$ cat src/ksw_pkg.sv
// Shared types and constants for the keypad setpoint window regulator.
// Depends on nothing; the core, the top level and the bench import it.
package ksw_pkg;

    // Most digits one entry may hold
    localparam int unsigned MAX_DIGITS = 6;

    // Regulation phase codes
    localparam logic [1:0] PH_IDLE = 2'd0;
    localparam logic [1:0] PH_SEED = 2'd1;
    localparam logic [1:0] PH_UP   = 2'd2;
    localparam logic [1:0] PH_DOWN = 2'd3;

    // Decoded key codes; 0..9 are digits
    localparam logic [3:0] KEY_PT  = 4'd10;
    localparam logic [3:0] KEY_EQ  = 4'd11;
    localparam logic [3:0] KEY_CLR = 4'd12;
    localparam logic [3:0] KEY_OP  = 4'd13;

    // Configuration register indexes
    localparam logic [1:0] CFG_MV_SCALE    = 2'd0;
    localparam logic [1:0] CFG_UNDER       = 2'd1;
    localparam logic [1:0] CFG_OVER        = 2'd2;
    localparam logic [1:0] CFG_PASS_TOTAL  = 2'd3;

    // Reset values
    localparam logic [15:0] MV_SCALE_RST   = 16'd9080;
    localparam logic [7:0]  UNDER_RST      = 8'd4;
    localparam logic [7:0]  OVER_RST       = 8'd8;
    localparam logic [2:0]  PASS_TOTAL_RST = 3'd5;
    localparam logic [2:0]  POINT_NONE     = 3'd5;
    localparam logic [7:0]  DRIVE_RST      = 8'd75;
    localparam logic [15:0] SAT16          = 16'hFFFF;

    typedef struct packed {
        logic [15:0] mv_scale_x256;
        logic [7:0]  under_margin;
        logic [7:0]  over_margin;
        logic [2:0]  pass_total;
    } cfg_t;

    typedef struct packed {
        logic       mode;
        logic [5:0] key_code;
        logic [7:0] adc_sample;
    } item_t;

    typedef struct packed {
        logic        dac_write;
        logic [7:0]  dac_code;
        logic [15:0] measured_mv;
        logic [15:0] setpoint_value;
        logic        regulating;
    } result_t;

    // Keypad layout, indexed by inverted row and column.
    // Rows from the top: 7 8 9 +, 4 5 6 -, 1 2 3 *, 0 . = clear
    function automatic logic [3:0] key_lookup(input logic [1:0] r, input logic [1:0] c);
        logic [3:0] k;
        k = KEY_OP;
        case ({r, c})
            4'h0: k = 4'd7;
            4'h1: k = 4'd8;
            4'h2: k = 4'd9;
            4'h4: k = 4'd4;
            4'h5: k = 4'd5;
            4'h6: k = 4'd6;
            4'h8: k = 4'd1;
            4'h9: k = 4'd2;
            4'hA: k = 4'd3;
            4'hC: k = 4'd0;
            4'hD: k = KEY_PT;
            4'hE: k = KEY_EQ;
            4'hF: k = KEY_CLR;
            default: k = KEY_OP;
        endcase
        return k;
    endfunction

endpackage

$ cat src/ksw_if.sv
// Valid/ready channel interfaces for input words and result words.
// Depends on nothing.
interface ksw_item_if;
    logic       valid;
    logic       ready;
    logic       mode;
    logic [5:0] key_code;
    logic [7:0] adc_sample;

    modport source (output valid, output mode, output key_code, output adc_sample,
                    input ready);
    modport sink   (input valid, input mode, input key_code, input adc_sample,
                    output ready);
endinterface

interface ksw_result_if;
    logic        valid;
    logic        ready;
    logic        dac_write;
    logic [7:0]  dac_code;
    logic [15:0] measured_mv;
    logic [15:0] setpoint_value;
    logic        regulating;

    modport source (output valid, output dac_write, output dac_code, output measured_mv,
                    output setpoint_value, output regulating, input ready);
    modport sink   (input valid, input dac_write, input dac_code, input measured_mv,
                    input setpoint_value, input regulating, output ready);
endinterface

$ cat src/ksw_core.sv
// Entry and regulation state with the combinational step logic for one word.
// Depends on ksw_pkg.
module ksw_core
    import ksw_pkg::*;
(
    input  logic    clk,
    input  logic    rst_n,
    input  logic    step_en,
    input  item_t   item,
    input  cfg_t    cfg,
    output result_t result
);

    logic [2:0]  digit_count_reg, digit_count_next;
    logic [2:0]  point_index_reg, point_index_next;
    logic [15:0] setpoint_reg, setpoint_next;
    logic [7:0]  drive_reg, drive_next;
    logic [1:0]  phase_reg, phase_next;
    logic [2:0]  passes_reg, passes_next;
    logic [15:0] last_mv_reg, last_mv_next;
    logic        dac_write;

    // Key decode
    logic [2:0]  row, col;
    logic        key_ok;
    logic [3:0]  key;
    assign row    = item.key_code[5:3];
    assign col    = item.key_code[2:0];
    assign key_ok = !row[2] && !col[2];
    assign key    = key_lookup(~row[1:0], ~col[1:0]);

    // Digit append with saturation
    logic [19:0] digit_acc;
    logic [15:0] digit_sat;
    assign digit_acc = 20'(setpoint_reg) * 20'd10 + 20'(key);
    assign digit_sat = (digit_acc > 20'(SAT16)) ? SAT16 : digit_acc[15:0];

    // Equals: fraction digit count and millivolt scaling
    logic [2:0]  pos, frac_k;
    logic [9:0]  factor;
    logic [25:0] scaled;
    logic [15:0] scaled_sat;
    assign pos    = point_index_reg + 3'd1;
    assign frac_k = (digit_count_reg > pos) ? (digit_count_reg - pos) : 3'd0;
    always_comb
    begin
        case (frac_k)
            3'd0:    factor = 10'd1000;
            3'd1:    factor = 10'd100;
            3'd2:    factor = 10'd10;
            3'd3:    factor = 10'd1;
            default: factor = 10'd0;
        endcase
    end
    assign scaled     = 26'(setpoint_reg) * 26'(factor);
    assign scaled_sat = (scaled > 26'(SAT16)) ? SAT16 : scaled[15:0];

    // Sample conversion and window test
    logic [23:0] mv_prod;
    logic [15:0] mv;
    logic        below, above;
    logic [7:0]  base_code;
    logic [2:0]  passes_dec;
    assign mv_prod    = 24'(item.adc_sample) * 24'(cfg.mv_scale_x256);
    assign mv         = mv_prod[23:8];
    assign below      = (17'(mv) + 17'(cfg.under_margin)) < 17'(setpoint_reg);
    assign above      = 17'(mv) > (17'(setpoint_reg) + 17'(cfg.over_margin));
    assign base_code  = (phase_reg == PH_SEED) ? item.adc_sample : drive_reg;
    assign passes_dec = passes_reg - 3'd1;

    // Next state
    always_comb
    begin
        digit_count_next = digit_count_reg;
        point_index_next = point_index_reg;
        setpoint_next    = setpoint_reg;
        drive_next       = drive_reg;
        phase_next       = phase_reg;
        passes_next      = passes_reg;
        last_mv_next     = last_mv_reg;
        dac_write        = 1'b0;
        if (item.mode)
        begin
            last_mv_next = mv;
            if (phase_reg == PH_IDLE || passes_reg == 3'd0)
            begin
                phase_next = PH_IDLE;
            end
            else
            begin
                drive_next = base_code;
                if (phase_reg != PH_DOWN && below)
                begin
                    drive_next = base_code + 8'd1;
                    phase_next = PH_UP;
                    dac_write  = 1'b1;
                end
                else if (above)
                begin
                    drive_next = base_code - 8'd1;
                    phase_next = PH_DOWN;
                    dac_write  = 1'b1;
                end
                else
                begin
                    // in the window: pass done
                    passes_next = passes_dec;
                    phase_next  = (passes_dec != 3'd0) ? PH_SEED : PH_IDLE;
                end
            end
        end
        else if (key_ok)
        begin
            if (key <= 4'd9)
            begin
                if (32'(digit_count_reg) < MAX_DIGITS)
                begin
                    setpoint_next    = digit_sat;
                    digit_count_next = digit_count_reg + 3'd1;
                end
            end
            else if (key == KEY_PT)
            begin
                point_index_next = digit_count_reg - 3'd1;
            end
            else if (key == KEY_EQ)
            begin
                setpoint_next = scaled_sat;
                passes_next   = cfg.pass_total;
                phase_next    = (cfg.pass_total != 3'd0) ? PH_SEED : PH_IDLE;
            end
            else if (key == KEY_CLR)
            begin
                digit_count_next = 3'd0;
                point_index_next = POINT_NONE;
                setpoint_next    = 16'd0;
                passes_next      = 3'd0;
                phase_next       = PH_IDLE;
            end
        end
    end

    // State registers
    always_ff @(posedge clk or negedge rst_n)
    begin
        if (!rst_n)
        begin
            digit_count_reg <= 3'd0;
            point_index_reg <= POINT_NONE;
            setpoint_reg    <= 16'd0;
            drive_reg       <= DRIVE_RST;
            phase_reg       <= PH_IDLE;
            passes_reg      <= 3'd0;
            last_mv_reg     <= 16'd0;
        end
        else if (step_en)
        begin
            digit_count_reg <= digit_count_next;
            point_index_reg <= point_index_next;
            setpoint_reg    <= setpoint_next;
            drive_reg       <= drive_next;
            phase_reg       <= phase_next;
            passes_reg      <= passes_next;
            last_mv_reg     <= last_mv_next;
        end
    end

    // Result word reflects the state after this step
    assign result.dac_write      = dac_write;
    assign result.dac_code       = drive_next;
    assign result.measured_mv    = last_mv_next;
    assign result.setpoint_value = setpoint_next;
    assign result.regulating     = (passes_next != 3'd0);

endmodule

$ cat src/keypad_setpoint_window_regulator.sv
// Top level: input register, configuration registers, step core, result register.
// Depends on ksw_pkg, ksw_item_if, ksw_result_if and ksw_core.
//
// Usage:
//   item   - valid/ready input channel; each word is a key event (mode 0,
//            key_code) or a converter sample (mode 1, adc_sample).
//   result - valid/ready output channel; exactly one word per input word,
//            in order, carrying the DAC code, last millivolt reading,
//            setpoint and regulating flag after that word.
//   cfg_we / cfg_index / cfg_data - register write port, one write per
//            cycle with cfg_we high; write only while no words are in flight.
// The word sits in the input register while the step logic works on it, and the
// result register loads its result when the result side can advance. Throughput
// is one word per cycle while results drain; the sample and setpoint multipliers
// run side by side, each ahead of a compare.
// When the result side stalls, the result register holds its word, the
// input register holds the next one, and ready drops only when both are full.
// Reset clears the entry, stops regulation, sets the DAC code to 75 and
// loads the register defaults; both pipeline stages come up empty.
module keypad_setpoint_window_regulator
    import ksw_pkg::*;
(
    input  logic          clk,
    input  logic          rst_n,
    ksw_item_if.sink      item,
    ksw_result_if.source  result,
    input  logic          cfg_we,
    input  logic [1:0]    cfg_index,
    input  logic [15:0]   cfg_data
);

    cfg_t    cfg_reg;
    item_t   item_reg;
    logic    item_valid_reg;
    result_t res_reg;
    logic    res_valid_reg;
    result_t step_res;
    logic    advance;
    logic    step_en;
    logic    item_take;

    // Configuration writes
    always_ff @(posedge clk or negedge rst_n)
    begin
        if (!rst_n)
        begin
            cfg_reg.mv_scale_x256 <= MV_SCALE_RST;
            cfg_reg.under_margin  <= UNDER_RST;
            cfg_reg.over_margin   <= OVER_RST;
            cfg_reg.pass_total    <= PASS_TOTAL_RST;
        end
        else if (cfg_we)
        begin
            unique case (cfg_index)
                CFG_MV_SCALE:   cfg_reg.mv_scale_x256 <= cfg_data;
                CFG_UNDER:      cfg_reg.under_margin  <= cfg_data[7:0];
                CFG_OVER:       cfg_reg.over_margin   <= cfg_data[7:0];
                CFG_PASS_TOTAL: cfg_reg.pass_total    <= cfg_data[2:0];
                default:        cfg_reg <= cfg_reg;
            endcase
        end
    end

    // Pipeline handshake
    assign advance    = !res_valid_reg || result.ready;
    assign step_en    = item_valid_reg && advance;
    assign item.ready = !item_valid_reg || advance;
    assign item_take  = item.valid && item.ready;

    // Input register
    always_ff @(posedge clk or negedge rst_n)
    begin
        if (!rst_n)
        begin
            item_valid_reg <= 1'b0;
        end
        else if (item.ready)
        begin
            item_valid_reg <= item.valid;
        end
    end

    always_ff @(posedge clk)
    begin
        if (item_take)
        begin
            item_reg.mode       <= item.mode;
            item_reg.key_code   <= item.key_code;
            item_reg.adc_sample <= item.adc_sample;
        end
    end

    ksw_core u_core (
        .clk     (clk),
        .rst_n   (rst_n),
        .step_en (step_en),
        .item    (item_reg),
        .cfg     (cfg_reg),
        .result  (step_res)
    );

    // Result register
    always_ff @(posedge clk or negedge rst_n)
    begin
        if (!rst_n)
        begin
            res_valid_reg <= 1'b0;
        end
        else if (advance)
        begin
            res_valid_reg <= item_valid_reg;
        end
    end

    always_ff @(posedge clk)
    begin
        if (step_en)
        begin
            res_reg <= step_res;
        end
    end

    assign result.valid          = res_valid_reg;
    assign result.dac_write      = res_reg.dac_write;
    assign result.dac_code       = res_reg.dac_code;
    assign result.measured_mv    = res_reg.measured_mv;
    assign result.setpoint_value = res_reg.setpoint_value;
    assign result.regulating     = res_reg.regulating;

endmodule

$ cat src/flat_wrapper.sv
// flat-port wrapper written by rule: the top's interface ports become plain ports
module keypad_setpoint_window_regulator_flat import ksw_pkg::*;
  (clk, rst_n, cfg_we, cfg_index, cfg_data, item_valid, item_mode, item_key_code, item_adc_sample, item_ready, result_valid, result_dac_write, result_dac_code, result_measured_mv, result_setpoint_value, result_regulating, result_ready);
  ksw_item_if item_i ();
  ksw_result_if result_i ();
  input  logic clk;
  input  logic rst_n;
  input  logic cfg_we;
  input  logic [1:0] cfg_index;
  input  logic [15:0] cfg_data;
  input wire logic [$bits(item_i.valid)-1:0] item_valid;
  input wire logic [$bits(item_i.mode)-1:0] item_mode;
  input wire logic [$bits(item_i.key_code)-1:0] item_key_code;
  input wire logic [$bits(item_i.adc_sample)-1:0] item_adc_sample;
  output wire logic [$bits(item_i.ready)-1:0] item_ready;
  output wire logic [$bits(result_i.valid)-1:0] result_valid;
  output wire logic [$bits(result_i.dac_write)-1:0] result_dac_write;
  output wire logic [$bits(result_i.dac_code)-1:0] result_dac_code;
  output wire logic [$bits(result_i.measured_mv)-1:0] result_measured_mv;
  output wire logic [$bits(result_i.setpoint_value)-1:0] result_setpoint_value;
  output wire logic [$bits(result_i.regulating)-1:0] result_regulating;
  input wire logic [$bits(result_i.ready)-1:0] result_ready;
  assign item_i.valid = item_valid;
  assign item_i.mode = item_mode;
  assign item_i.key_code = item_key_code;
  assign item_i.adc_sample = item_adc_sample;
  assign item_ready = item_i.ready;
  assign result_valid = result_i.valid;
  assign result_dac_write = result_i.dac_write;
  assign result_dac_code = result_i.dac_code;
  assign result_measured_mv = result_i.measured_mv;
  assign result_setpoint_value = result_i.setpoint_value;
  assign result_regulating = result_i.regulating;
  assign result_i.ready = result_ready;
  keypad_setpoint_window_regulator u_core (.clk(clk), .rst_n(rst_n), .item(item_i), .result(result_i), .cfg_we(cfg_we), .cfg_index(cfg_index), .cfg_data(cfg_data));
endmodule
$ cat config.mk
export PLATFORM = sky130hd
export DESIGN_NAME = keypad_setpoint_window_regulator_flat
export DESIGN_NICKNAME = d
export VERILOG_FILES = /design/src/ksw_pkg.sv /design/src/ksw_if.sv /design/src/ksw_core.sv /design/src/keypad_setpoint_window_regulator.sv /design/src/flat_wrapper.sv
export SDC_FILE = /design/constraint.sdc
export NUM_CORES = 1
export LEC_CHECK = 0
export BUFFER_PORTS_ARGS = -buffer_cell sky130_fd_sc_hd__buf_2
export CORE_MARGIN = 8
export CORE_UTILIZATION = 55
export CTS_BUF_LIST = sky130_fd_sc_hd__clkbuf_4
export DETAILED_ROUTE_END_ITERATION = 8
export HOLD_SLACK_MARGIN = 0.15
export PLACE_DENSITY = 0.75
export SYNTH_ARGS = -nofsm -noshare
export SYNTH_HDL_FRONTEND = slang
export SYNTH_SLANG_ARGS = --single-unit
$ cat constraint.sdc
create_clock -name clk -period 8.45 [get_ports clk]
set_input_delay 1.2675 -clock clk [delete_from_list [all_inputs] [get_ports clk]]
set_output_delay 1.2675 -clock clk [all_outputs]
set_load 0.03 [all_outputs]
==> results.md <==
- Die X: 200 µm
- Util after Layout: 0.626
- CTS root buf: clkbuf_4
- Area share of fa/ha/maj cells after synthesis: 0.333
- Syn Nets: 2,465
- XOR/XNOR Fraction of Synth Area: 0.0411
- Main combinational cell family by area after synthesis: adder cells
- Max FO, Critical Path: 7
- Mapped Cells: 2,036
- Ys async rst share: 0.607
- Skew-Pair Late Insertion Delay: 0.63 ns
- Synth Warn #: 0
- M1 wire length: 22,200 µm
- Vias in the first global route: 15,400
- Antenna-violating nets left: 0
- CP Capture Type: flip-flop
- Initial antenna violation count: 2
- Most frequent cell after synthesis: inv_1
- Critical path class: flip-flop to flip-flop
- Layout area overhead: 12.2%
- CTS tree: yes
- Post-synthesis mux area share: 0.0450
- Largest net degree at the start of global routing: 53
- Ys flop type: dfrtp_1
- Highest layer used for signal routing: met5
- CP Launch Type: flip-flop
- Reg2Reg Setup Slack: 0.21 ns
- DR DRC count: 0
- Die H: 200 µm
- Die area: 40,200 µm²
- Crit path max-delay cell type: edfxtp_1
- Total grt overflow: 0
- Post-synthesis compound-gate area fraction: 0.130
- Largest buffer count on any clock path: 2
- CP arrival: 8.62 ns
- Num ports: 82
- Setup violations, final: 0
- Final period util: 0.976
- Share of the synthesized area in the top cell type: 0.191
- Total Routed Length: 50,600 µm
- Post-synth EDFFs: 57
- Num CTS Buffers: 17
- Max H-tree Level: 4
- Fmax: 0.121 GHz
- Vias: 15,700
- Final Hold Fails: 0
- CTS Sinks: 145
- Post-DR vias/cell: 5.95
- Share of layout cells above drive strength 1: 0.198
- Crit-path leading delay family: adder cells
- Rows: 67
- Status: finished clean
- Met2 wire len: 22,900 µm
- Max reg flops: 35
- Worst slew pin tran: 1.12 ns
- Final GP Congestion: 0.970
- Cell Area, Synth: 18,700 µm²
- Seq/Total Area, Yosys: 0.210
- Non-Filler Instances: 2,642
- Drt pass-1 iters: 6
- Fin nets: 2,609
- Max-slew violation count: 0
- Simple-gate share of the synthesized area: 0.166
- Synth top area cells: fa_1, ha_1, dfrtp_1, edfxtp_1, inv_1
- Max_slew headroom: 0.248
- Starting density of the core: 0.558
- Dominant cell type by area after synthesis: fa_1
- Met3 routed WL: 4170 µm
- DR WL/cell: 19.2 µm
- CP peak stage delay: 0.54 ns
- Core area: 33,500 µm²
- Dpl cells: 2,587
- Synth Area per Inst: 9.19 µm²
- RSZ-0062 raised after global routing: yes
- First-pass GRT wire length: 80,300 µm
- Worst path bufs/invs: 3
- Synth top cells by count: inv_1, nand2_1, ha_1, fa_1, nor2_1
- Clk_skew: 0.0380 ns
- Dpl hpwl: 40,100 µm
- Max-Cap Viols: 0
- Worst min path class: flip-flop to flip-flop
- Worst-path clk slew: 0.16 ns
- Min Tclk post-route: 8.24 ns
- # port buffers: 81
- Starting DRT DRC Count: 1,561
- Hold-fix buffer count after cts: 0
- Flop and latch count out of synthesis: 145
- GRT Overall Usage: 0.245
- Yosys cell types: 99
- Worst EP required: 8.82 ns
- # fillers: 2,769
==> final timing paths <==
check                                              startpoint                             to  depth (start not counted)
worst max-delay path                       u_core.item_reg[5]      u_core.result.dac_code[7]                         33
worst min-delay path            u_core.u_core.last_mv_reg[11]  u_core.u_core.last_mv_reg[11]                          2
worst max register to register             u_core.item_reg[5]      u_core.result.dac_code[7]                         33
worst min register to register  u_core.u_core.last_mv_reg[11]  u_core.u_core.last_mv_reg[11]                          2
max in group asynchronous                               rst_n     u_core.u_core.drive_reg[2]                          2
min in group asynchronous                               rst_n             u_core.cfg_reg[30]                          1
==> logic make-up (layout without fill, tap and decap cells) <==
logic type,after synthesis,count (layout)
compound gates,353,353
flops,145,145
simple gates,636,636
mux,76,76
fa+ha+maj,391,391
buf+inv,348,505
other cells,0,1
xor+xnor,87,87
==> worst register-to-register path: cells and delay by family (launching register included) <==
kind	cells	cell delay, ns
XOR/XNOR	2	0.36
multiplexers	1	0.26
flip-flops	1	0.54
adder cells (fa/ha/maj)	7	2.98
AND/OR/NAND/NOR	6	0.86
AO/OA/AOI/OAI	14	2.71
buffers and inverters	3	0.27
==> metrics by stage <==
step           setup TNS, ns  cell area, µm²  worst slack (ns)  hold WS [ns]
2_1_floorplan              0           18700            0.0271         0.442
3_3_place_gp               0           20100             0.110         0.453
3_5_place_dp          -0.908           20100            -0.149         0.464
4_1_cts                    0           20500           0.00805         0.496
5_1_grt                -1.39           21000            -0.145         0.505
6_report                   0           21000             0.206         0.492
==> repair_timing <==
| action | 4_1_cts | 5_1_grt |
|---|---|---|
| endpoints found under the setup margin | 18 | 55 |
| endpoints found under the hold margin | 0 | 0 |
| resized for setup | 12 | 85 |
| pin swaps | 0 | 38 |
| gates cloned | 0 | 1 |
| setup buffers | 1 | 20 |
==> cell type report <==
| class | instances | area [µm²] | share of cell area |
|---|---|---|---|
| inverters | 268 | 1010 | 0.0479 |
| multi-input cells | 1543 | 13800 | 0.659 |
| flip-flops and latches | 145 | 3940 | 0.187 |
| repair buffers | 205 | 1370 | 0.0654 |
| clock buffers | 18 | 135 | 0.00644 |
| clock inverters | 14 | 153 | 0.00727 |
| diodes | 1 | 2.50 | 0.000119 |
| well taps | 448 | 561 | 0.0267 |
==> routing by layer <==
layer  up-vias  GRT usage
li1       7213          -
met1      7696      0.348
met2       702      0.375
met3       109     0.0416
met4         2     0.0781
met5         -          0
==> layout by cell type, fill, tap and decap left out, types with 70 or more instances in the layout <==
cell type / count
buf_4: 117
inv_1: 264
fa_1: 176
nor2_1: 92
buf_2: 81
and2_1: 80
a21oi_1: 70
ha_1: 202
dfrtp_1: 71
nand2_1: 263
Power is left out: the tool's default activity adds up to more than one toggle a clock period on the data nets, which glitch-free logic cannot reach.
